[config.mk]
export PLATFORM = sky130hd
export DESIGN_NAME = v3alu_isqrt
export DESIGN_NICKNAME = d
export VERILOG_FILES = /design/src/design/vec3_fixed_point_alu_top_macros.svh /design/src/design/v3alu_pkg.sv /design/src/design/v3alu_isqrt.sv
export SDC_FILE = /design/constraint.sdc
export NUM_CORES = 2
export LEC_CHECK = 0
export BUFFER_PORTS_ARGS = -buffer_cell sky130_fd_sc_hd__buf_2
export CAP_MARGIN = 0
export CORE_UTILIZATION = 55
export DETAILED_ROUTE_END_ITERATION = 7
export GPL_TIMING_DRIVEN = 0
export PLACE_DENSITY = 0.77
export SLEW_MARGIN = 10
export SYNTH_ARGS = -nofsm -noshare
export SYNTH_HDL_FRONTEND = slang
export SYNTH_MEMORY_MAX_BITS = 65536
export SYNTH_SLANG_ARGS = --single-unit
[constraint.sdc]
create_clock -name i_clk -period 8.3 [get_ports i_clk]
set_input_delay 1.66 -clock i_clk [delete_from_list [all_inputs] [get_ports i_clk]]
set_output_delay 1.66 -clock i_clk [all_outputs]
set_load 0.1 [all_outputs]
[src/design/vec3_fixed_point_alu_top_macros.svh]
// Assertion macros used by the vector ALU top module.
`ifndef VEC3_FIXED_POINT_ALU_TOP_MACROS_SVH
`define VEC3_FIXED_POINT_ALU_TOP_MACROS_SVH
`ifndef SYNTH
`define V3ALU_ASSERT(lbl, clk, rstn, prop) \
    lbl: assert property (@(posedge clk) disable iff (!rstn) prop) \
        else $error("vec3 alu assertion failed");
`define V3ALU_NEVER(lbl, clk, rstn, expr) \
    `V3ALU_ASSERT(lbl, clk, rstn, !(expr))
`else
`define V3ALU_ASSERT(lbl, clk, rstn, prop)
`define V3ALU_NEVER(lbl, clk, rstn, expr)
`endif
`endif

[src/design/v3alu_pkg.sv]
// Types, opcodes and the saturation helper of the vector ALU.
`default_nettype none
package v3alu_pkg;

    localparam logic [3:0] OP_ADD   = 4'd0;
    localparam logic [3:0] OP_SUB   = 4'd1;
    localparam logic [3:0] OP_NEG   = 4'd2;
    localparam logic [3:0] OP_SCALE = 4'd3;
    localparam logic [3:0] OP_DIV   = 4'd4;
    localparam logic [3:0] OP_MUL   = 4'd5;
    localparam logic [3:0] OP_DOT   = 4'd6;
    localparam logic [3:0] OP_CROSS = 4'd7;
    localparam logic [3:0] OP_LEN   = 4'd8;
    localparam logic [3:0] OP_NORM  = 4'd9;
    localparam logic [3:0] OP_CMP   = 4'd10;
    localparam logic [3:0] OP_EQ    = 4'd11;

    // Number of result bits of the square root, one per stage.
    localparam int ISQ_STAGES = 32;

    typedef logic [2:0][31:0] t_vec;

    typedef struct packed {
        logic        sat;
        logic [31:0] val;
    } t_sat;

    typedef struct packed {
        t_vec        vec;
        logic [31:0] sc;
        logic        lt;
        logic        gt;
        logic        eq;
        logic        sat;
    } t_early;

    typedef struct packed {
        logic signed [63:0] p1;
        logic signed [63:0] p2;
        t_sat               res;
    } t_lane;

    // Clamp a wide signed value to the 32-bit range.
    function automatic t_sat sat32(input logic signed [65:0] v);
        t_sat r;
        r.sat = 1'b0;
        r.val = v[31:0];
        if (v > 66'sd2147483647) begin
            r.sat = 1'b1;
            r.val = 32'h7FFF_FFFF;
        end else if (v < -66'sd2147483648) begin
            r.sat = 1'b1;
            r.val = 32'h8000_0000;
        end
        return r;
    endfunction

endpackage
`default_nettype wire

[src/design/v3alu_isqrt.sv]
// Pipelined integer square root of a 64-bit value, one result bit per stage.
`default_nettype none
module v3alu_isqrt (
    input  wire logic        i_clk,
    input  wire logic [63:0] i_n,
    output logic [31:0]      o_root
);

    localparam int ST = v3alu_pkg::ISQ_STAGES;

    logic [63:0] r_n    [ST];
    logic [34:0] r_rem  [ST];
    logic [31:0] r_root [ST];
    logic [63:0] n_n    [ST];
    logic [34:0] n_rem  [ST];
    logic [31:0] n_root [ST];

    always_comb begin
        logic [63:0] nin;
        logic [34:0] rin, rsh, tst;
        logic [31:0] qin;
        logic        ge;
        for (int k = 0; k < ST; k++) begin
            if (k == 0) begin
                nin = i_n;
                rin = '0;
                qin = '0;
            end else begin
                nin = r_n[k-1];
                rin = r_rem[k-1];
                qin = r_root[k-1];
            end
            rsh       = {rin[32:0], nin[63:62]};
            tst       = {1'b0, qin, 2'b01};
            ge        = (rsh >= tst);
            n_n[k]    = {nin[61:0], 2'b00};
            n_rem[k]  = ge ? (rsh - tst) : rsh;
            n_root[k] = {qin[30:0], ge};
        end
    end

    always_ff @(posedge i_clk) begin
        for (int k = 0; k < ST; k++) begin
            r_n[k]    <= n_n[k];
            r_rem[k]  <= n_rem[k];
            r_root[k] <= n_root[k];
        end
    end

    assign o_root = r_root[ST-1];

endmodule
`default_nettype wire

==> impl_metrics.ini <==
[status]
run_status = finished, violations left
violations = design-rule violations

[drt]
routed_via_density = 5.46
drtPass1Iterations = 8
drt_iter0_drc = 4723
routed_wl_um = 203000
ant_nets = 0
wire_per_inst_um = 17.2
route.detailed.drc = 2
via_count = 64600

[synthesis]
yosys_warnings = 0
ys_async_sr_fraction_pct = 0
syn-cell-area_sq_um = 91800
yosys_register_bits = 2494
synth_cell_types = 92
synth_edf_count = 0
syn_avg_cell_area_sq_um = 10.1
synthCells = 9108
synth_ff_type = dfxtp_1
syn_nets = 9734
ys_seq_area_share_pct = 54.4

[clock_tree]
cts_tree = yes
ctsHtreeMaxLevel = 4
cts_setup_buffers = 0
clockRootBuffer = clkbuf_16
cts_resized = 0
cts_buffer_depth = 3
clkSinkCount = 2494
numCtsBuffers = 229
clk_transition_reported_paths_ns = 0.07
clock_latency_ns = 0.89
cts-hold-fix-buffers = 0

[placed_design]
globalplace.congestion = 0.941
dp.cells = 11400
port_buffers = 96
hpwl_um = 151000

[setup_path]
worst_path_most_repeated_cell = a21oi_1
cp_slowest_stage_delay_ns = 0.91
worstPathMaxFanout = 10
arrival_ns = 5.79
crit_path_start_kind = register
worstSetupPathType = reg -> reg
required_ns = 8.99
critPathCaptureType = register
path_cells = inv_1 -> ha_1 -> o21ai_0 -> a211oi_1 -> a41o_1 -> a21oi_1 -> o31ai_1 -> a31oi_1 -> o21ai_1 -> buf_2 -> buf_1 -> a21oi_1
crit_slowest_cell = o21ai_1

[worst_hold_path]
hold_class = reg -> reg

[global_routing]
antenna_found_initial = 5
grt_pass1_wl_um = 325000
gr-total-overflow = 0
grt_max_degree = 20
first_global_vias = 63800
grt_usage_pct = 23.7

[floorplanning]
die_w_um = 410
io_pins = 97
core_area_sq_um = 165000
die_h_um = 410
dieArea_sq_um = 169000
rows = 149
initial_core_util_pct = 55.5

[finish]
antenna_cells = 0
fin_cells = 11800
drive_gt1_share_pct = 6.80
post-route-util_pct = 62.6
syn_to_final_growth_pct = 12.9
nNetsFinal = 10100
fill_cells = 13200

[pwr]
leakage_nw = 48.5
p_per_area_nw_per_um2 = 312
vdd_drop_max_uv = 269

[sta]
period_share_pct = 61.5
fin_crit_ns = 5.10
grt_setup_unrepaired = no
maxSlewViolCount = 0
setup_violations = 0
tns_ns = 0
fmax_mhz = 196
finalHoldViolations = 0
skew_ns = 0.0542
worstMarginPinSlew_ns = 1.08
slew_headroom_pct = 27.3

[run]
cap_violations = 0
-- layer usage --
layer | GRT usage (%) | routed length [um] | up-vias
li1 | - | - | 32000
met1 | 29.1 | 86300 | 30300
met2 | 41.8 | 99700 | 1806
met3 | 3.26 | 9850 | 458
met4 | 8.88 | 7070 | 0
met5 | 0 | 0 | -
-- flip-flops by register name, indices dropped and copies added, names as in the netlist --
signal and flops:
r_n 992, r_rem 974, r_root 528
-- critical path, delay by kind of cell, from the launching register on --
kind / cells / cell delay [ns]
buffers and inverters: 3 / 1.08
AOI/OAI and AO/OA: 8 / 3.14
DFF: 1 / 0.36
adders and majority gates: 1 / 0.34
-- path summary, 6_finish.rpt --
check | start | end | slack (ns) | depth (start not counted)
max | r_root[1][320] | r_rem[1][406] | 3.20 | 12
min | r_n[0][293] | r_n[0][357] | 0.28 | 0
min reg2reg | r_n[0][293] | r_n[0][357] | 0.28 | 0
max reg2reg | r_root[1][320] | r_rem[1][406] | 3.20 | 12
-- power breakdown --
group	leakage (nW)	total (mW)	internal (mW)	switching [mW]
logic	23.5	5.40	2.33	3.07
registers	20.9	15.4	13.9	1.49
clock network	4.15	11.5	6.79	4.69
total	48.5	32.3	23.1	9.25
-- cells by family after synthesis --
group                    share of synthesized area (%)
flip-flops                                        54.4
AND/OR/NAND/NOR                                   13.2
AO/OA/AOI/OAI                                     12.9
buffers and inverters                             3.75
XOR/XNOR                                          7.33
adder cells (fa/ha/maj)                           7.65
multiplexers                                     0.826
other                                          0.00409
-- placed cells by master (no fill, tap or decap), types with 62 or more instances in the layout --
| cell | Yosys | final |
|---|---|---|
| a21o_1 | 220 | 220 |
| nor2_1 | 541 | 541 |
| buf_2 | 4 | 100 |
| nand2b_1 | 106 | 106 |
| inv_1 | 738 | 738 |
| nor2b_1 | 84 | 84 |
| dfxtp_1 | 2494 | 2494 |
| and3_1 | 66 | 66 |
| or3_1 | 111 | 111 |
| nand4_1 | 96 | 96 |
| nand3_1 | 153 | 153 |
| clkbuf_16 | 0 | 230 |
| nor4_1 | 118 | 117 |
| or4_1 | 68 | 68 |
| o31ai_1 | 77 | 76 |
| nand2_1 | 635 | 635 |
| o21a_1 | 110 | 110 |
| nor3_1 | 251 | 251 |
| xor2_1 | 403 | 403 |
| xnor2_1 | 365 | 365 |
| clkbuf_1 | 154 | 178 |
| mux2_2 | 62 | 62 |
| o21ai_0 | 494 | 494 |
| a21oi_1 | 518 | 518 |
| ha_1 | 561 | 561 |
-- area by class of cell --
cell class	instances	area, sq um	share of cell area [%]
clock inverter	137	2190	2.11
multi-input combinational	5699	38400	37.1
sequential	2494	49900	48.2
tap	2189	2740	2.64
timing repair buffer	96	480	0.464
inverter	742	2790	2.69
buffer	173	654	0.632
clock buffer	293	6380	6.16
-- cell usage after synthesis, types with 17 or more instances --
cell | count | area share [%]
or2_2 | 35 | 0.24
and2_1 | 35 | 0.24
a211oi_1 | 53 | 0.43
nor3_1 | 251 | 1.4
nand2b_1 | 106 | 0.72
mux2_2 | 62 | 0.76
nor2_1 | 541 | 2.2
o2111ai_1 | 19 | 0.18
nand3b_1 | 25 | 0.20
a31o_2 | 17 | 0.16
and3_1 | 66 | 0.45
o31a_1 | 18 | 0.17
a31oi_1 | 57 | 0.39
xnor2_1 | 365 | 3.5
clkbuf_1 | 154 | 0.63
o21ai_0 | 494 | 2.7
o21a_1 | 110 | 0.90
o21bai_1 | 45 | 0.37
a21oi_1 | 518 | 2.8
a21boi_0 | 30 | 0.25
a21o_1 | 220 | 1.8
a2111oi_0 | 20 | 0.19
or3_1 | 111 | 0.76
nand4_1 | 96 | 0.65
nor4b_1 | 22 | 0.21
nand3_1 | 153 | 0.83
nor4_1 | 118 | 0.80
o31ai_1 | 77 | 0.63
nor3b_1 | 24 | 0.20
nor2b_1 | 84 | 0.57
dfxtp_1 | 2494 | 54
nand2_1 | 635 | 2.6
inv_1 | 738 | 3.0
o211ai_1 | 46 | 0.38
xor2_1 | 403 | 3.8
or4_1 | 68 | 0.56
ha_1 | 561 | 7.6
a211o_1 | 20 | 0.19
-- per-stage QoR --
stage                     hold slack (ns)  cell area [sq um]  setup WS (ns)  total power [mW]
final                               0.284             104000           3.20              32.3
after global routing                0.303             104000           2.90              33.9
after CTS                           0.289             104000           3.36              32.5
after detailed placement            0.312              95000           3.40              21.0
after global placement              0.310              95000           3.46              20.9
after floorplan                     0.310              91800           5.01              19.3
(Power assumes the default switching activity.)
