===== config.mk =====
export PLATFORM = sky130hd
export DESIGN_NAME = v3alu_merge
export DESIGN_NICKNAME = d
export VERILOG_FILES = /design/src/design/vec3_fixed_point_alu_top_macros.svh /design/src/design/v3alu_pkg.sv /design/src/design/v3alu_merge.sv
export SDC_FILE = /design/constraint.sdc
export NUM_CORES = 1
export LEC_CHECK = 0
export BUFFER_PORTS_ARGS = -buffer_cell sky130_fd_sc_hd__clkbuf_2
export CAP_MARGIN = 20
export CORE_AREA = 2 2 344 346
export DETAILED_ROUTE_END_ITERATION = 10
export DIE_AREA = 0 0 346 348
export PLACE_DENSITY = 0.41
export SLEW_MARGIN = 20
export SYNTH_ARGS = -nofsm -noshare
export SYNTH_HDL_FRONTEND = slang
export SYNTH_SLANG_ARGS = --single-unit

===== constraint.sdc =====
create_clock -name i_clk -period 8.3 [get_ports i_clk]
set_input_delay 1.245 -clock i_clk [delete_from_list [all_inputs] [get_ports i_clk]]
set_output_delay 1.245 -clock i_clk [all_outputs]
set_load 0.005 [all_outputs]

===== src/design/vec3_fixed_point_alu_top_macros.svh =====
// Assertion macros used by the vector ALU top module.
`ifndef VEC3_FIXED_POINT_ALU_TOP_MACROS_SVH
`define VEC3_FIXED_POINT_ALU_TOP_MACROS_SVH
`ifndef SYNTH
`define V3ALU_ASSERT(lbl, clk, rstn, prop) \
    lbl: assert property (@(posedge clk) disable iff (!rstn) prop) \
        else $error("vec3 alu assertion failed");
`define V3ALU_NEVER(lbl, clk, rstn, expr) \
    `V3ALU_ASSERT(lbl, clk, rstn, !(expr))
`else
`define V3ALU_ASSERT(lbl, clk, rstn, prop)
`define V3ALU_NEVER(lbl, clk, rstn, expr)
`endif
`endif


===== src/design/v3alu_pkg.sv =====
// Types, opcodes and the saturation helper of the vector ALU.
`default_nettype none
package v3alu_pkg;

    localparam logic [3:0] OP_ADD   = 4'd0;
    localparam logic [3:0] OP_SUB   = 4'd1;
    localparam logic [3:0] OP_NEG   = 4'd2;
    localparam logic [3:0] OP_SCALE = 4'd3;
    localparam logic [3:0] OP_DIV   = 4'd4;
    localparam logic [3:0] OP_MUL   = 4'd5;
    localparam logic [3:0] OP_DOT   = 4'd6;
    localparam logic [3:0] OP_CROSS = 4'd7;
    localparam logic [3:0] OP_LEN   = 4'd8;
    localparam logic [3:0] OP_NORM  = 4'd9;
    localparam logic [3:0] OP_CMP   = 4'd10;
    localparam logic [3:0] OP_EQ    = 4'd11;

    // Number of result bits of the square root, one per stage.
    localparam int ISQ_STAGES = 32;

    typedef logic [2:0][31:0] t_vec;

    typedef struct packed {
        logic        sat;
        logic [31:0] val;
    } t_sat;

    typedef struct packed {
        t_vec        vec;
        logic [31:0] sc;
        logic        lt;
        logic        gt;
        logic        eq;
        logic        sat;
    } t_early;

    typedef struct packed {
        logic signed [63:0] p1;
        logic signed [63:0] p2;
        t_sat               res;
    } t_lane;

    // Clamp a wide signed value to the 32-bit range.
    function automatic t_sat sat32(input logic signed [65:0] v);
        t_sat r;
        r.sat = 1'b0;
        r.val = v[31:0];
        if (v > 66'sd2147483647) begin
            r.sat = 1'b1;
            r.val = 32'h7FFF_FFFF;
        end else if (v < -66'sd2147483648) begin
            r.sat = 1'b1;
            r.val = 32'h8000_0000;
        end
        return r;
    endfunction

endpackage
`default_nettype wire


===== src/design/v3alu_merge.sv =====
// Merging stage: sums across lanes, dot, compare, equality and result select.
`default_nettype none
module v3alu_merge #(
    parameter int FRAC_BITS = 16
) (
    input  wire logic                   i_clk,
    input  wire logic [3:0]             i_op,
    input  wire v3alu_pkg::t_vec        i_a,
    input  wire v3alu_pkg::t_vec        i_b,
    input  wire v3alu_pkg::t_lane [2:0] i_lane,
    output v3alu_pkg::t_early           o_early,
    output logic [63:0]                 o_sumsq
);

    logic signed [65:0] sum1, sum2;
    v3alu_pkg::t_sat    dot;
    v3alu_pkg::t_early  n_early, r_early;
    logic [63:0]        r_sumsq;

    always_comb begin
        sum1 = {{2{i_lane[0].p1[63]}}, i_lane[0].p1}
             + {{2{i_lane[1].p1[63]}}, i_lane[1].p1}
             + {{2{i_lane[2].p1[63]}}, i_lane[2].p1};
        sum2 = {{2{i_lane[0].p2[63]}}, i_lane[0].p2}
             + {{2{i_lane[1].p2[63]}}, i_lane[1].p2}
             + {{2{i_lane[2].p2[63]}}, i_lane[2].p2};
        dot = v3alu_pkg::sat32(sum1 >>> FRAC_BITS);

        n_early = '0;
        unique case (i_op)
            v3alu_pkg::OP_ADD, v3alu_pkg::OP_SUB, v3alu_pkg::OP_NEG,
            v3alu_pkg::OP_SCALE, v3alu_pkg::OP_MUL, v3alu_pkg::OP_CROSS: begin
                for (int i = 0; i < 3; i++) begin
                    n_early.vec[i] = i_lane[i].res.val;
                end
                n_early.sat = i_lane[0].res.sat | i_lane[1].res.sat | i_lane[2].res.sat;
            end
            v3alu_pkg::OP_DOT: begin
                n_early.sc  = dot.val;
                n_early.sat = dot.sat;
            end
            v3alu_pkg::OP_CMP: begin
                n_early.lt = sum1 < sum2;
                n_early.gt = sum1 > sum2;
            end
            v3alu_pkg::OP_EQ: n_early.eq = (i_a == i_b);
            default: ;
        endcase
    end

    always_ff @(posedge i_clk) begin
        r_early <= n_early;
        r_sumsq <= sum1[63:0];
    end

    assign o_early = r_early;
    assign o_sumsq = r_sumsq;

endmodule
`default_nettype wire


==> metrics.csv, run 1 <==
stage,metric,value,unit
place,GPL Wtd Cong,0.856,
routing,antenna-violating nets left,0,
timing,period utilization,0.834,
critical_path,critical path endpoint category,flip-flop,
synth,Synth Instances,2039,
critical_path,CP max stage cell,xnor2_1,
timing,Final setup viols,0,
place,placed cell area,24500,sq um
clock_tree,post-CTS sizing,0,
synth,Synth top area share,0.215,
global_route,grt met3 use,0.0290,
cells_and_area,fillers,13100,
global_route,Global Route Usage Sum,0.157,
timing,fin worst setup slack,1380,ps
pwr,power after layout,0.00560,W
synth,largest area contributor in the netlist,dfxtp_1,
timing,slew at the pin closest to its max-slew limit,985,ps
clock_tree,Clock Pin Slew Worst Setup and Hold Paths,100,ps
die,core area,117000,sq um
run_status,status,completed,
routing,number of DRC markers in iteration 0,1023,
hold_path,cell count of the worst hold path,2,
routing,via count,18400,
die,die height,348,um
synth,syn avg cell area,8.96,sq um
routing,vias per cell,4.14,
timing,clock period minus worst slack,6920,ps
global_route,vias in the first global route,19300,
place,HPWL Detailed,87.7,mm
synth,ys flop type,dfxtp_1,
die,Row Count,126,
die,Starting Density,0.156,
routing,DR WL/cell,21.8,um
routing,DRT Wirelength,96.9,mm
synth,syn nets,3036,
routing,DR DRC count,0,
clock_tree,clk buf depth,2,
pwr,pwr/cell area,223,nW/um^2
critical_path,worst path required time,8690,ps
clock_tree,CTS tree,built,
global_route,met1 Usage GRT,0.185,
place,pre-CTS setup slack,718,ps
synth,Mapped Area,18300,sq um
die,I/O pins,876,
clock_tree,TritonCTS buffer count,17,
clock_tree,Sink Count,196,
routing,DRT Pass-1 Iters,5,
cells_and_area,footprint of the multi-input gates,13500,sq um
synth,Unique masters post-synth,88,
timing,setup tns final,0,ps
synth,Yosys reg bits,196,
pwr,Leak,12.1,nW
global_route,global-route wire length before repair,136,mm
synth,asr flop ratio synth,0,
place,IO buf count,875,
critical_path,type of origin of the critical path,input pin,
synth,yosys warns,0,
cells_and_area,post-route cell area,25100,sq um
global_route,layer carrying the most global-route usage,met2,
critical_path,Critical Path AT,7310,ps
die,chip width,346,um
cells_and_area,Final nets,3892,
synth,Post-synth top cells,"196 x dfxtp_1, 187 x ha_1, 179 x a21oi_1",
critical_path,crit-path max cell delay,480,ps
global_route,largest net degree at the start of global routing,98,
clock_tree,Root Buffer Master,clkbuf_16,
synth,synth top area cells,"dfxtp_1 21%, fa_1 14%, ha_1 13%",
critical_path,Critical Path Fanout Max,4,
die,Die ar.,120000,sq um
global_route,total global routing overflow,0,
global_route,GRT met2 Usage,0.292,
hold_path,Hold WC Path Type,in2reg,
critical_path,Worst Setup Path Type,in2reg,
synth,top-count cell post-synth,dfxtp_1,
critical_path,"Top cell by count, worst path",inv_1,
timing,final hold vios,0,
clock_tree,H-tree Lvls,4,
cells_and_area,share of cells above drive strength 1,0.341,
cells_and_area,Reg area,3920,sq um
global_route,initial antenna violation count,4,
clock_tree,Post CTS Setup Buffer Count,0,
hold_path,Hold Crit Start,i_lane[167],
synth,sequential area share after synthesis,0.215,
clock_tree,number of hold buffers added after cts,0,
timing,max-slew violation count,0,
timing,max_slew headroom,0.327,
job,maxcap violations,0,
place,placed insts,4412,
synth,"EDFF count, synth",0,
pwr,worst ir drop on vdd,0.154,mV
timing,achievable clock frequency,145,MHz
cells_and_area,Final Non-Filler Cells,4447,
timing,RSZ-0062 raised after global routing,no,
cells_and_area,Synth-to-Final Area Change,37.3,%
hold_path,Hold Crit Endpoint,o_early[74],
-- cell usage in the layout (no fill, tap or decap), drive strengths merged, types with 11 or more instances in the layout --
master and n:
a211oi 17, o22ai 12, buf 23, a31oi 18
o21bai 28, clkbuf 893, o211ai 13, inv 146
nor4 27, fa 130, o21ai 90, and3 17
xnor2 90, ha 187, a221oi 15, nand2b 17
a21o 85, o21a 17, a21oi 213, xor2 90
nand4 55, o31ai 11, nor2b 25, nor2 90
nor3 24, nand3 27, and2 105, nand2 120
dfxtp 196
-- where the power goes --
group | switching (W) | internal (W)
Clock | 0.000499 | 0.000446
Combinational | 0.00215 | 0.00131
Sequential | 0.0000656 | 0.00113
Total | 0.00271 | 0.00289
-- metal layers --
layer,vias up,share of wire
li1,8978,-
met1,8737,0.41
met2,660,0.52
met3,45,0.053
met4,0,0.015
met5,-,0
-- worst max path at each step --
stage               startpoint          to  depth (start not counted)
floorplan           i_lane[61]  o_early[2]                         23
global placement    i_lane[98]  o_early[3]                         31
detailed placement  i_lane[98]  o_early[3]                         31
finish              i_lane[98]  o_early[3]                         31
CTS                 i_lane[98]  o_early[3]                         31
global route        i_lane[61]  o_early[3]                         29
-- through the flow --
stage,hold slack (ps),util
3_3_place_gp,1440,0.209
6_report,934,0.214
5_1_grt,894,0.214
4_1_cts,883,0.214
2_1_floorplan,1370,-
3_5_place_dp,1450,0.209
-- layout make-up --
| cell class | instances | area share |
|---|---|---|
| Multi-Input combinational cell | 1644 | 0.540 |
| Timing Repair Buffer | 898 | 0.181 |
| Sequential cell | 196 | 0.156 |
| Tap cell | 1536 | 0.0766 |
| Inverter | 138 | 0.0206 |
| Clock buffer | 18 | 0.0175 |
| Clock inverter | 14 | 0.00713 |
| Antenna cell | 3 | 0.000299 |
-- logic make-up after synthesis --
family | after synthesis | share of synthesized area
compound gates | 590 | 0.216
xor+xnor | 180 | 0.0863
fa+ha+maj | 320 | 0.272
buf+inv | 199 | 0.0449
flops | 196 | 0.215
mux | 7 | 0.00397
simple gates | 547 | 0.162
-- sequential cells by signal (all words and copies together), names as in the netlist --
signal / cells
o_early: 132
o_sumsq: 64
-- critical path: cells and delay by family --
| kind | cells | cell delay, ps |
|---|---|---|
| AND/OR/NAND/NOR | 7 | 1010 |
| XOR/XNOR | 1 | 480 |
| buffers and inverters | 7 | 800 |
| multiplexers | 1 | 130 |
| AO/OA/AOI/OAI | 11 | 2200 |
| adder cells (fa/ha/maj) | 4 | 1390 |
Power figures use the tool's default switching activity.
==> run 2: changes to the inputs <==
- clock period: 8.3 -> 6.45 ns (I/O delays scaled with it)
==> metrics.csv, run 2 (synthesized netlist as in run 1, its figures left out) <==
stage,metric,value,unit,change
run_status,status,completed,,
timing,Final setup viols,0,,unchanged
pwr,Clock power frac,0.148,,-0.021
hold_path,Hold WC Path Type,in2reg,,
cells_and_area,"commonest non-fill, non-tap cell in the layout",clkbuf_2,,
routing,number of DRC markers in iteration 0,933,,-8.8%
place,GPL Wtd Cong,0.905,,+5.7%
pwr,Pint,0.00432,W,+50%
pwr,Comb pwr share,0.657,,+0.039
die,core area,117000,sq um,unchanged
cells_and_area,post-route cell area,27600,sq um,+10%
die,Row Count,126,,unchanged
clock_tree,Root Buffer Master,clkbuf_16,,
cells_and_area,final core utilization,0.236,,+0.0214
clock_tree,Clock Pin Slew Worst Setup and Hold Paths,100,ps,about the same
pwr,sequential power share,0.195,,-0.019
timing,slew at the pin closest to its max-slew limit,906,ps,-78.5 ps
global_route,largest net degree at the start of global routing,61,,-38%
routing,antenna-violating nets left,0,,unchanged
global_route,total global routing overflow,0,,unchanged
pwr,Leak,13.6,nW,+12%
pwr,pwr/cell area,290,nW/um^2,+30%
place,placed cell area,26700,sq um,+9.3%
clock_tree,number of hold buffers added after cts,0,,unchanged
global_route,initial antenna violation count,11,,+7
routing,DR DRC count,0,,unchanged
place,IO buf count,875,,unchanged
pwr,worst ir drop on vdd,0.214,mV,+39%
cells_and_area,Final Non-Filler Cells,4750,,+6.8%
die,Starting Density,0.156,,unchanged
place,placed insts,4709,,+6.7%
critical_path,type of origin of the critical path,input pin,,
critical_path,crit path from,i_lane[357],,
routing,DRT Wirelength,98.8,mm,+2.0%
clock_tree,H-tree Lvls,4,,unchanged
routing,vias per cell,4.09,,-1.3%
routing,DR WL/cell,20.8,um,-4.5%
cells_and_area,most frequent cells in the layout,"875 x clkbuf_2, 316 x buf_4, 196 x dfxtp_1",,
critical_path,Critical Path Fanout Max,3,,-1
global_route,vias in the first global route,20800,,+7.5%
hold_path,Hold Crit Start,i_lane[341],,
routing,via count,19400,,+5.5%
timing,setup tns final,0,ps,unchanged
global_route,global-route wire length before repair,139,mm,+2.1%
clock_tree,TritonCTS buffer count,17,,unchanged
critical_path,CP endpoint,o_early[2],,
die,chip width,346,um,unchanged
critical_path,Worst Setup Path Type,in2reg,,
routing,DRT Pass-1 Iters,7,,+2
global_route,Global Route Usage Sum,0.160,,+0.00317
critical_path,critical path endpoint category,flip-flop,,
timing,period utilization,0.952,,
job,maxcap violations,0,,unchanged
pwr,Switching Fraction,0.459,,-0.0253
cells_and_area,Final nets,4191,,+7.7%
die,I/O pins,876,,unchanged
pwr,Sw Pwr,0.00367,W,+35%
critical_path,Critical Path AT,6590,ps,-720 ps
cells_and_area,share of cells above drive strength 1,0.412,,+0.0708
critical_path,worst path required time,6900,ps,-1790 ps
place,HPWL Detailed,90.3,mm,+3.0%
cells_and_area,Synth-to-Final Area Change,51.1,%,
timing,achievable clock frequency,163,MHz,
cells_and_area,max reg flops,132,,unchanged
clock_tree,Sink Count,196,,unchanged
clock_tree,CTS tree,built,,
timing,max_slew headroom,0.380,,+0.0537
timing,RSZ-0062 raised after global routing,no,,
timing,clock period minus worst slack,6140,ps,
die,Die ar.,120000,sq um,unchanged
clock_tree,clk buf depth,2,,unchanged
timing,max-slew violation count,0,,unchanged
die,die height,348,um,unchanged
timing,final hold vios,0,,unchanged
## run 2: final cells by class
type / instances / area [sq um]
Timing Repair Buffer: 1197 / 6850
Tap cell: 1536 / 1920
Clock buffer: 17 / 425
Fill cell: 13100 / 89400
Clock inverter: 15 / 186
Multi-Input combinational cell: 1644 / 13800
Sequential cell: 196 / 3920
Antenna cell: 7 / 17.5
Inverter: 138 / 518
## run 2: worst min-delay path by stage
stage / to / slack (ps) / cells past startpoint
3_3_place_gp: o_early[51] / 1170 / 2
5_1_grt: o_early[59] / 600 / 2
3_5_place_dp: o_early[101] / 1170 / 2
4_1_cts: o_early[66] / 580 / 2
2_1_floorplan: o_early[100] / 1090 / 1
6_report: o_early[119] / 630 / 2
## run 2: power groups by stage
stage	Sequential (W)	Clock, W	Combinational [W]
final	0.00156	0.00119	0.00525
after global routing	0.00158	0.00127	0.00586
after CTS	0.00156	0.00124	0.00538
after detailed placement	0.00159	0	0.00533
after global placement	0.00159	0	0.00534
after floorplan	0.00158	0	0.00253
## run 2: metrics by stage
stage          total power [W]  worst slack [ps]  hold slack, ps
2_1_floorplan          0.00411               463            1090
3_3_place_gp           0.00693              -760            1170
3_5_place_dp           0.00692              -871            1170
4_1_cts                0.00819              40.9             584
5_1_grt                0.00871              12.1             600
6_report               0.00799               310             634
## run 2: repair_timing
action / in CTS / in global routing
gates resized for setup: 4 / 40
setup endpoints to repair: 2 / 2
pin swaps: 2 / 15
buffers inserted: 0 / 2
## run 2: per-layer routing
metal	up-vias	GRT usage	share of wire	wire length, um
met1	9114	0.183	0.40	39100
met3	83	0.0348	0.059	5800
met4	4	0.0495	0.028	2740
met5	-	0	0.00023	23
met2	648	0.295	0.52	51100
li1	9577	-	-	-
## run 2: worst max-delay path, cell delays in order
cell and delay (ps):
clkbuf_2 90, fa_1 500, ha_1 320, a21oi_2 160
nor2_1 90, o41ai_2 360, buf_4 200, o41ai_2 90
o21ai_1 290, a31oi_1 150, o21ai_1 210, a21oi_1 120
a2111oi_0 390, buf_4 190, o21ai_0 100, a31oi_1 280
xor2_1 250, ha_1 260, maj3_1 340, a21o_1 190
maj3_1 340, a211oi_1 240, o32a_1 250, mux2i_1 180
==> run 3: changes to the inputs <==
==> constraint.sdc (replaced) <==
create_clock -name i_clk -period 7.71 [get_ports i_clk]
set_input_delay 0.3855 -clock i_clk [delete_from_list [all_inputs] [get_ports i_clk]]
set_output_delay 0.3855 -clock i_clk [all_outputs]
set_load 0.005 [all_outputs]
==> metrics.csv, run 3 (synthesized netlist as in run 1, its figures left out) <==
stage,metric,value,unit,change
timing,clock period minus worst slack,6720,ps,
routing,DRT Pass-1 Iters,5,,-2
cells_and_area,post-route cell area,25000,sq um,-9.3%
timing,period utilization,0.872,,
clock_tree,CTS tree,built,,
die,Die ar.,120000,sq um,unchanged
cells_and_area,most frequent cells in the layout,"875 x clkbuf_2, 196 x dfxtp_1, 187 x ha_1",,
clock_tree,TritonCTS buffer count,17,,unchanged
run_status,status,completed,,
cells_and_area,share of cells above drive strength 1,0.340,,-0.0723
timing,max-slew violation count,0,,unchanged
timing,max_slew headroom,0.260,,-0.121
global_route,met1 Usage GRT,0.185,,+0.00233
routing,number of DRC markers in iteration 0,1123,,+20%
timing,RSZ-0062 raised after global routing,no,,
cells_and_area,max reg flops,132,,unchanged
pwr,worst ir drop on vdd,0.182,mV,-15%
global_route,initial antenna violation count,8,,-3
clock_tree,Root Buffer Master,clkbuf_16,,
clock_tree,H-tree Lvls,4,,unchanged
critical_path,Worst Setup Path Type,in2reg,,
critical_path,type of origin of the critical path,input pin,,
clock_tree,post-CTS sizing,0,,-4
die,die height,348,um,unchanged
global_route,GRT met2 Usage,0.295,,+0.000492
global_route,total global routing overflow,0,,unchanged
place,placed insts,4405,,-6.5%
global_route,Global Route Usage Sum,0.157,,-0.00251
cells_and_area,final core utilization,0.214,,-0.0220
place,IO buf count,875,,unchanged
timing,final hold vios,0,,unchanged
global_route,layer carrying the most global-route usage,met2,,
global_route,grt met3 use,0.0260,,-0.00879
routing,antenna-violating nets left,0,,unchanged
hold_path,Hold WC Path Type,in2reg,,
global_route,vias in the first global route,19500,,-6.0%
job,maxcap violations,0,,unchanged
clock_tree,Clock Pin Slew Worst Setup and Hold Paths,100,ps,about the same
routing,vias per cell,4.15,,+1.4%
routing,via count,18400,,-5.1%
die,Row Count,126,,unchanged
die,I/O pins,876,,unchanged
die,chip width,346,um,unchanged
cells_and_area,"commonest non-fill, non-tap cell in the layout",clkbuf_2,,
pwr,pwr/cell area,239,nW/um^2,-17%
cells_and_area,Synth-to-Final Area Change,37.0,%,
clock_tree,Post CTS Setup Buffer Count,0,,unchanged
global_route,global-route wire length before repair,136,mm,-1.8%
timing,achievable clock frequency,149,MHz,
clock_tree,clk buf depth,2,,unchanged
critical_path,Critical Path AT,7160,ps,+570 ps
die,core area,117000,sq um,unchanged
place,HPWL Detailed,88.2,mm,-2.3%
cells_and_area,Final Non-Filler Cells,4445,,-6.4%
critical_path,critical path endpoint category,flip-flop,,
die,Starting Density,0.156,,unchanged
clock_tree,Sink Count,196,,unchanged
routing,DR DRC count,0,,unchanged
place,placed cell area,24400,sq um,-8.7%
global_route,largest net degree at the start of global routing,98,,+61%
timing,Final setup viols,0,,unchanged
timing,setup tns final,0,ps,unchanged
place,GPL Wtd Cong,0.892,,-1.3%
pwr,Leak,12.0,nW,-11%
clock_tree,number of hold buffers added after cts,0,,unchanged
routing,DR WL/cell,21.9,um,+5.3%
timing,slew at the pin closest to its max-slew limit,1100,ps,+196 ps
routing,DRT Wirelength,97.3,mm,-1.5%
critical_path,worst path required time,8140,ps,+1240 ps
critical_path,Critical Path Fanout Max,4,,+1
cells_and_area,Final nets,3885,,-7.3%
## run 3: layout make-up
| cell class | instances | area (sq um) |
|---|---|---|
| sequential | 196 | 3920 |
| tap | 1536 | 1920 |
| antenna | 8 | 20.0 |
| fill | 13200 | 92000 |
| multi-input combinational | 1644 | 13500 |
| timing repair buffer | 891 | 4500 |
| inverter | 138 | 518 |
| clock buffer | 18 | 439 |
| clock inverter | 14 | 155 |
## run 3: worst max-delay path, cell delays in order
cell      delay, ps
clkbuf_2         80
inv_1            40
fa_1            470
inv_1            70
ha_1            190
inv_1            70
fa_1            400
nand2b_1        180
a21oi_1         240
o21ai_1         190
o211a_1         300
or4b_1          630
a21oi_1         700
a211oi_1        270
xor2_1          320
inv_1           130
ha_1            320
nor2b_1         130
o21ai_0         140
nand2b_1         70
a21oi_1         140
nor2b_1          50
o21ai_0         140
nand2b_1        160
nand3b_1        240
nor4_1          580
o32a_1          330
mux2i_1         190
## run 3: worst paths after layout
kind	start	endpoint	slack, ps	depth (start not counted)
worst max-delay path	i_lane[98]	o_early[2]	990	28
worst min-delay path	i_lane[167]	o_early[74]	60	2
## run 3: layer usage
layer,share of wire,wire (um)
met3,0.046,4510
met4,0.016,1600
met1,0.41,40000
met5,0,0
met2,0.53,51200
## run 3: per-stage QoR
step | total power, W | worst slack [ps] | hold slack, ps
after floorplan | 0.00344 | 2300 | 507
after global placement | 0.00516 | 674 | 585
after detailed placement | 0.00515 | 650 | 589
after CTS | 0.00616 | 1170 | 12.9
after global routing | 0.00650 | 594 | 25.0
final | 0.00598 | 986 | 56.4
## run 3: power breakdown
group          internal [W]  total [W]  switching (W)
clock network      0.000446   0.000985       0.000539
logic               0.00140    0.00369        0.00229
registers           0.00122    0.00131      0.0000891
